$ cat src/hdl/subcnt_pkg.sv
// Package: shared types and constants for the substring occurrence counter.
`default_nettype none
package subcnt_pkg;

  localparam int PATTERN_MAX_DEF = 8;
  localparam int COUNT_WIDTH_DEF = 16;

  localparam int CFG_ADDR_W = 5;
  localparam int CFG_DATA_W = 64;
  localparam int LEN_W      = 4;
  localparam int BLOCK_W    = 3;

  // Register index, taken from paddr[4:3]
  localparam logic [1:0] REG_PATTERN = 2'd0;
  localparam logic [1:0] REG_LENGTH  = 2'd1;
  localparam logic [1:0] REG_OVERLAP = 2'd2;

  typedef struct packed {
    logic [7:0] text_byte;
    logic       last_byte;
  } in_item_t;

  typedef struct packed {
    logic        match_here;
    logic [15:0] match_count;
    logic        text_done;
  } out_item_t;

  typedef struct packed {
    logic [63:0]      pattern_bytes;
    logic [LEN_W-1:0] pattern_length;
    logic             overlap_mode;
  } cfg_t;

  // Classified byte handed from front to back
  typedef struct packed {
    logic raw_hit;
    logic last;
  } cls_t;

endpackage
`default_nettype wire

$ cat src/hdl/subcnt_front.sv
// Front end: byte window, parallel pattern compare, classification.
`default_nettype none
module subcnt_front #(
  parameter int PATTERN_MAX = 8
) (
  input  wire                   clk,
  input  wire                   rst_n,
  input  wire                   take,
  input  subcnt_pkg::in_item_t  item,
  input  subcnt_pkg::cfg_t      cfg,
  output subcnt_pkg::cls_t      cls
);
  import subcnt_pkg::*;

  localparam int WIN_W  = 8 * PATTERN_MAX;
  localparam int SEEN_W = $clog2(PATTERN_MAX + 1);

  logic [WIN_W-1:0]  window_r, window_nxt;
  logic [SEEN_W-1:0] seen_r, seen_nxt;
  logic [PATTERN_MAX-1:0] eq_len;
  logic [PATTERN_MAX-1:0] sel_len;
  logic len_ok;
  logic have_enough;

  always_comb begin
    window_nxt[7:0] = item.text_byte;
    for (int i = 1; i < PATTERN_MAX; i++) begin
      window_nxt[8*i +: 8] = window_r[8*(i-1) +: 8];
    end
    seen_nxt = (seen_r == SEEN_W'(PATTERN_MAX)) ? seen_r : seen_r + 1'b1;
  end

  // eq_len[L-1]: newest L bytes equal the first L pattern bytes
  always_comb begin
    for (int l = 1; l <= PATTERN_MAX; l++) begin
      eq_len[l-1] = 1'b1;
      for (int k = 0; k < l; k++) begin
        if (cfg.pattern_bytes[8*k +: 8] != window_nxt[8*(l-1-k) +: 8]) begin
          eq_len[l-1] = 1'b0;
        end
      end
      sel_len[l-1] = (cfg.pattern_length == LEN_W'(l));
    end
  end

  assign len_ok      = (cfg.pattern_length != '0) &&
                       (cfg.pattern_length <= LEN_W'(PATTERN_MAX));
  assign have_enough = (LEN_W'(seen_nxt) >= cfg.pattern_length);

  assign cls.raw_hit = len_ok && have_enough && (|(eq_len & sel_len));
  assign cls.last    = item.last_byte;

  always_ff @(posedge clk) begin
    if (!rst_n) begin
      window_r <= '0;
      seen_r   <= '0;
    end else if (take) begin
      if (item.last_byte) begin
        window_r <= '0;
        seen_r   <= '0;
      end else begin
        window_r <= window_nxt;
        seen_r   <= seen_nxt;
      end
    end
  end

endmodule
`default_nettype wire

$ cat src/hdl/subcnt_queue.sv
// Two-entry queue between front and back.
`default_nettype none
module subcnt_queue (
  input  wire               clk,
  input  wire               rst_n,
  input  wire               push,
  input  subcnt_pkg::cls_t  push_data,
  output logic              full,
  input  wire               pop,
  output logic              not_empty,
  output subcnt_pkg::cls_t  pop_data
);
  import subcnt_pkg::*;

  cls_t       mem [2];
  logic       wr_ptr_r;
  logic       rd_ptr_r;
  logic [1:0] fill_r, fill_nxt;

  assign full      = (fill_r == 2'd2);
  assign not_empty = (fill_r != 2'd0);
  assign pop_data  = mem[rd_ptr_r];

  always_comb begin
    fill_nxt = fill_r;
    if (push && !pop) fill_nxt = fill_r + 2'd1;
    if (pop && !push) fill_nxt = fill_r - 2'd1;
  end

  always_ff @(posedge clk) begin
    if (push) begin
      mem[wr_ptr_r] <= push_data;
    end
  end

  always_ff @(posedge clk) begin
    if (!rst_n) begin
      wr_ptr_r <= 1'b0;
      rd_ptr_r <= 1'b0;
      fill_r   <= 2'd0;
    end else begin
      if (push) wr_ptr_r <= ~wr_ptr_r;
      if (pop)  rd_ptr_r <= ~rd_ptr_r;
      fill_r <= fill_nxt;
    end
  end

endmodule
`default_nettype wire

$ cat src/hdl/subcnt_back.sv
// Back end: blocking after a match, saturating count, output register.
`default_nettype none
module subcnt_back #(
  parameter int COUNT_WIDTH = 16
) (
  input  wire                    clk,
  input  wire                    rst_n,
  input  wire                    avail,
  input  subcnt_pkg::cls_t       cls,
  input  subcnt_pkg::cfg_t       cfg,
  output logic                   pop,
  output logic                   out_valid,
  input  wire                    out_stall,
  output subcnt_pkg::out_item_t  out_data
);
  import subcnt_pkg::*;

  logic [BLOCK_W-1:0]     blocked_r, blocked_nxt;
  logic [COUNT_WIDTH-1:0] count_r, count_nxt;
  logic                   valid_r;
  out_item_t              data_r;
  logic                   hit;
  logic [31:0]            count_ext;

  assign pop = avail && (!valid_r || !out_stall);

  always_comb begin
    hit         = 1'b0;
    blocked_nxt = blocked_r;
    count_nxt   = count_r;
    if (blocked_r != '0) begin
      blocked_nxt = blocked_r - 1'b1;
    end else if (cls.raw_hit) begin
      hit = 1'b1;
      if (count_r != {COUNT_WIDTH{1'b1}}) count_nxt = count_r + 1'b1;
      if (!cfg.overlap_mode) begin
        blocked_nxt = BLOCK_W'(cfg.pattern_length - LEN_W'(1));
      end
    end
  end

  assign count_ext = 32'(count_nxt);

  always_ff @(posedge clk) begin
    if (!rst_n) begin
      blocked_r <= '0;
      count_r   <= '0;
      valid_r   <= 1'b0;
    end else begin
      if (pop) begin
        valid_r   <= 1'b1;
        blocked_r <= cls.last ? '0 : blocked_nxt;
        count_r   <= cls.last ? '0 : count_nxt;
      end else if (!out_stall) begin
        valid_r <= 1'b0;
      end
    end
  end

  always_ff @(posedge clk) begin
    if (pop) begin
      data_r.match_here  <= hit;
      data_r.match_count <= count_ext[15:0];
      data_r.text_done   <= cls.last;
    end
  end

  assign out_valid = valid_r;
  assign out_data  = data_r;

endmodule
`default_nettype wire

$ cat src/hdl/substring_occurrence_counter_unit.sv
// Top level: substring occurrence counter with APB-style configuration.
//
// Counts occurrences of a 1..PATTERN_MAX byte pattern in a text that streams
// in one byte per transfer on the in_ channel (in_valid / in_stall). Every
// byte yields one result transfer on the out_ channel: match_here, the
// running saturating count and text_done, which copies last_byte. After the
// result for the last byte all per-text state clears.
// The front compare is combinational: an accepted byte's result is written into
// a queue slot, and the back end then pops it into the output register.
// Throughput: one byte per cycle while in_stall is low; the window compare
// is fully parallel and the count update is a single add and compare.
// A two-entry queue sits between the front (window + compare) and the back
// (match blocking, count, output register). When the receiver holds
// out_stall, the result register holds, the queue fills, and in_stall rises
// once both queue entries are taken: three results in flight at most.
// Reset (rst_n low, synchronous) empties queue and output, clears window
// and count, and sets pattern 0, length 1, overlap off.
// Registers at byte address 8*i: pattern_bytes, pattern_length,
// overlap_mode; write them only while no text byte is in flight.
`default_nettype none
module substring_occurrence_counter_unit #(
  parameter int PATTERN_MAX = subcnt_pkg::PATTERN_MAX_DEF,
  parameter int COUNT_WIDTH = subcnt_pkg::COUNT_WIDTH_DEF
) (
  input  wire                                   clk,
  input  wire                                   rst_n,
  input  wire                                   in_valid,
  output logic                                  in_stall,
  input  subcnt_pkg::in_item_t                  in_data,
  output logic                                  out_valid,
  input  wire                                   out_stall,
  output subcnt_pkg::out_item_t                 out_data,
  input  wire                                   psel,
  input  wire                                   penable,
  input  wire                                   pwrite,
  input  wire [subcnt_pkg::CFG_ADDR_W-1:0]      paddr,
  input  wire [subcnt_pkg::CFG_DATA_W-1:0]      pwdata,
  output logic [subcnt_pkg::CFG_DATA_W-1:0]     prdata,
  output logic                                  pready
);
  import subcnt_pkg::*;

  cfg_t       cfg_r;
  logic [1:0] reg_idx;
  logic       wr_en;
  logic       take;
  cls_t       front_cls;
  cls_t       q_cls;
  logic       q_full;
  logic       q_avail;
  logic       q_pop;

  // Configuration port
  assign pready  = 1'b1;
  assign reg_idx = paddr[4:3];
  assign wr_en   = psel && penable && pwrite;

  always_ff @(posedge clk) begin
    if (!rst_n) begin
      cfg_r.pattern_bytes  <= '0;
      cfg_r.pattern_length <= LEN_W'(1);
      cfg_r.overlap_mode   <= 1'b0;
    end else if (wr_en) begin
      case (reg_idx)
        REG_PATTERN: cfg_r.pattern_bytes  <= pwdata;
        REG_LENGTH:  cfg_r.pattern_length <= pwdata[LEN_W-1:0];
        REG_OVERLAP: cfg_r.overlap_mode   <= pwdata[0];
        default: ;
      endcase
    end
  end

  always_comb begin
    case (reg_idx)
      REG_PATTERN: prdata = cfg_r.pattern_bytes;
      REG_LENGTH:  prdata = CFG_DATA_W'(cfg_r.pattern_length);
      REG_OVERLAP: prdata = CFG_DATA_W'(cfg_r.overlap_mode);
      default:     prdata = '0;
    endcase
  end

  // Input transfer whenever the queue has room
  assign in_stall = q_full;
  assign take     = in_valid && !q_full;

  subcnt_front #(
    .PATTERN_MAX(PATTERN_MAX)
  ) u_front (
    .clk   (clk),
    .rst_n (rst_n),
    .take  (take),
    .item  (in_data),
    .cfg   (cfg_r),
    .cls   (front_cls)
  );

  subcnt_queue u_queue (
    .clk       (clk),
    .rst_n     (rst_n),
    .push      (take),
    .push_data (front_cls),
    .full      (q_full),
    .pop       (q_pop),
    .not_empty (q_avail),
    .pop_data  (q_cls)
  );

  subcnt_back #(
    .COUNT_WIDTH(COUNT_WIDTH)
  ) u_back (
    .clk       (clk),
    .rst_n     (rst_n),
    .avail     (q_avail),
    .cls       (q_cls),
    .cfg       (cfg_r),
    .pop       (q_pop),
    .out_valid (out_valid),
    .out_stall (out_stall),
    .out_data  (out_data)
  );

endmodule
`default_nettype wire

$ cat config.mk
export PLATFORM = sky130hd
export DESIGN_NAME = substring_occurrence_counter_unit
export DESIGN_NICKNAME = d
export VERILOG_FILES = /design/src/hdl/subcnt_pkg.sv /design/src/hdl/subcnt_front.sv /design/src/hdl/subcnt_queue.sv /design/src/hdl/subcnt_back.sv /design/src/hdl/substring_occurrence_counter_unit.sv
export SDC_FILE = /design/constraint.sdc
export NUM_CORES = 1
export LEC_CHECK = 0
export BUFFER_PORTS_ARGS = -buffer_cell sky130_fd_sc_hd__buf_2
export CAP_MARGIN = 30
export CORE_MARGIN = 5
export CORE_UTILIZATION = 50
export CTS_CLUSTER_SIZE = 14
export DETAILED_ROUTE_END_ITERATION = 10
export HOLD_SLACK_MARGIN = 0.1
export MAX_ROUTING_LAYER = met4
export PLACE_DENSITY = 0.71
export SETUP_SLACK_MARGIN = 0.1
export SLEW_MARGIN = 25
export SYNTH_ARGS = -nofsm -noshare
export SYNTH_HDL_FRONTEND = slang
export SYNTH_SLANG_ARGS = --single-unit
export TNS_END_PERCENT = 5
$ cat constraint.sdc
create_clock -name clk -period 5.3 [get_ports clk]
set_input_delay 0 -clock clk [delete_from_list [all_inputs] [get_ports clk]]
set_output_delay 0 -clock clk [all_outputs]
set_load 0.02 [all_outputs]
==> flow_summary.ini <==
[route]
wl_met2_um = 19200
totalWireLength_um = 40700
drc = 0
vias = 10400
drt-met1-wl_um = 16400
drt-pass1-iter-count = 5
detail_route.wl_per_cell_um = 22.9
final_antenna_net_count = 0
wl_met3_um = 3120
vias_per_cell = 5.82
first_iter_violations = 1006
highest_layer = met4

[yosys]
synth_nets = 1473
syn_inst = 1379
synth-compound-area-share_pct = 8.68
yosysWarnings = 0
ys_top_cells_by_area = dfxtp_1 (28%), xnor2_1 (12%), xor2_1 (12%)
synthAdderAreaFrac_pct = 1.02
synth_edf_count = 22
synth_top_area_share_pct = 27.8
netlist_area_sq_mm = 0.0111
async_flop_share_pct = 0
synth-xor-area-share_pct = 24.1
synthFlopType = dfxtp_1
yosysTopAreaCell = dfxtp_1
yosys.area_share.simple_pct = 25.1
synth_mux_area_share_pct = 1.39
avgSynthCellArea_sq_um = 8.04
ys_ff_latch = 176
ys_seq_area_share_pct = 33.8
synth_cell_type_count = 55
synth_top_family_by_area = simple AND/OR/NAND/NOR gates

[timing]
fin_crit_ns = 2.80
drv_slew = 0
fin_worst_skew_ns = 0.0158
slew_headroom_pct = 39.4
worstMarginPinSlew_ns = 0.908
rsz0062_at_grt = false
fmax_mhz = 357
hold_viol = 0
post-route-period-util_pct = 52.8
finalSetupTns_ns = 0
setup_viol = 0

[floorplanning]
rows = 54
ios = 170
die_area_sq_mm = 0.0252
die_x_um = 159
core_area_sq_mm = 0.0218
initial_core_util_pct = 50.8
die_h_um = 159

[cts]
htree_levels = 4
cts_num_sinks = 176
cts_buffers = 17
clock_latency_ns = 0.45
root_buffer = clkbuf_16
cts_tree = yes
postCtsResizedCells = 0
postCtsSetupBuffers = 0
cts_buffer_depth = 2
postCtsHoldBufs = 68
clk_pin_slew_ns = 0.08

[placement]
placed_area_sq_mm = 0.0118
place_congestion = 1.01
dp_hpwl_um = 27500
io_buffers = 165
placed_cells = 1678

[layout]
drive_gt1_share_pct = 15.0
final_cell_area_sq_mm = 0.0131
nNetsFinal = 1579
final_cells = 1780
final_common_cell = buf_2
area_growth_pct = 17.7
final_cell_mix = buf_2 (164), dfxtp_1 (154), xnor2_1 (153), xor2_1 (152), nand2_1 (151)
fillCellCount = 1965

[setup_path]
required_ns = 5.52
cp_data_arrival_time_ns = 3.02
end_kind = flip-flop
crit_start = cfg_r[5]$_SDFFE_PN0P_
crit_fanout = 10
worstSetupStartpointType = flip-flop
crit_type = flip-flop to flip-flop
rr_startpoint = cfg_r[5]$_SDFFE_PN0P_

[pwr]
power.density_mw_per_mm2 = 276
vdd_ir_drop_max_uv = 187
p_leak_uw = 0.00546
p_total_uw = 3610

[global_routing]
antenna_found_initial = 1
grt_pass1_vias = 10200
grt_pass1_wl_um = 61400
grt_max_degree = 79
track_usage_pct = 32.1
overflow = 0

[outcome]
outcome = completed

[hold_path]
hp-class = primary input to flip-flop
worstHoldStart = paddr[3]

[run]
cap_violations = 0
==> critical path, stage by stage, from the launching register on <==
cell      delay (ns)
dfxtp_1         0.78
xor2_1          0.13
nor4_1          0.54
nand4_1         0.25
nor4_1          0.45
a211oi_1        0.10
a31oi_1         0.33
==> flip-flops by register name, summed over array words and instances, names as in the netlist, named ones only <==
name and flops:
u_queue.rd_ptr_r 1, u_queue.mem 4, u_back.count_r 16, u_front.seen_r 4
u_back.out_valid 1, u_back.blocked_r 3, u_front.window_r 56, u_back.out_data 18
u_queue.wr_ptr_r 1, cfg_r 69, u_queue.fill_r 2
==> through the flow <==
stage | util (%) | setup slack, ns | hold WS (ns)
finish | 59.8 | 2.50 | 0.127
detailed placement | 53.9 | 2.55 | 0.246
global route | 59.8 | 2.41 | 0.155
global placement | 53.7 | 2.59 | 0.241
CTS | 59.8 | 2.48 | 0.117
floorplan | - | 3.18 | 0.0989
==> cell usage after synthesis (2+ instances only) <==
library cell    n
xnor2_1       153
or3_1           6
nor3b_1        59
xor2_1        152
a22oi_1         5
nand2_1       152
o21ai_0        14
buf_4           2
nand3b_1        2
inv_1           9
and2_1         63
or4_1           3
nand4_1        43
buf_1          17
ha_1            9
a21oi_1       141
nand3_1        20
dfxtp_1       154
nor4_1         46
mux2_2          3
buf_2           5
nand2b_1        4
and3_1          4
nor2_1         94
edfxtp_1       22
a31oi_1        11
and4_1          5
or2_2           2
nor2b_1         2
and3_2          2
nor3_1         14
mux2i_1        12
clkbuf_1      127
==> final timing paths <==
path / endpoint / cells past startpoint / slack, ns
setup / recovery: u_queue.mem[1][1]$_DFFE_PP_ / 6 / 2.50
hold / removal: cfg_r[0]$_SDFFE_PN0P_ / 4 / 0.13
setup reg to reg: u_queue.mem[1][1]$_DFFE_PP_ / 6 / 2.50
hold reg to reg: u_back.out_valid$_SDFFE_PN0P_ / 2 / 0.47
==> per-layer routing <==
layer	GRT usage, %	vias to the layer above
met5	-	-
met4	14.3	0
met3	6.17	138
met2	51.6	480
met1	39.3	4944
li1	-	4799
==> area by class of cell <==
type | instances | area [sq um] | share of cell area (%)
clock buffer | 17 | 425 | 3.26
tap | 280 | 350 | 2.68
multi-input combinational | 1038 | 6710 | 51.4
antenna | 2 | 5.00 | 0.0383
inverter | 11 | 43.8 | 0.336
timing repair buffer | 241 | 1590 | 12.2
sequential | 176 | 3740 | 28.7
clock inverter | 15 | 185 | 1.42
==> report_power, final <==
part	internal (uW)	leakage [uW]	switching, uW
logic	262	0.00371	495
clock network	645	0.000293	663
registers	1460	0.00146	82.5
==> kinds of logic (layout without fill, tap and decap cells) <==
| group | Yosys count | after routing |
|---|---|---|
| other | 1 | 3 |
| adders and majority gates | 9 | 9 |
| DFF | 176 | 176 |
| muxes | 15 | 15 |
| and+or+nand+nor | 527 | 527 |
| AOI/OAI and AO/OA | 181 | 181 |
| xor gates and xnor gates | 305 | 305 |
| buffers and inverters | 165 | 284 |
Note: power is estimated with default switching activity, not from simulation.
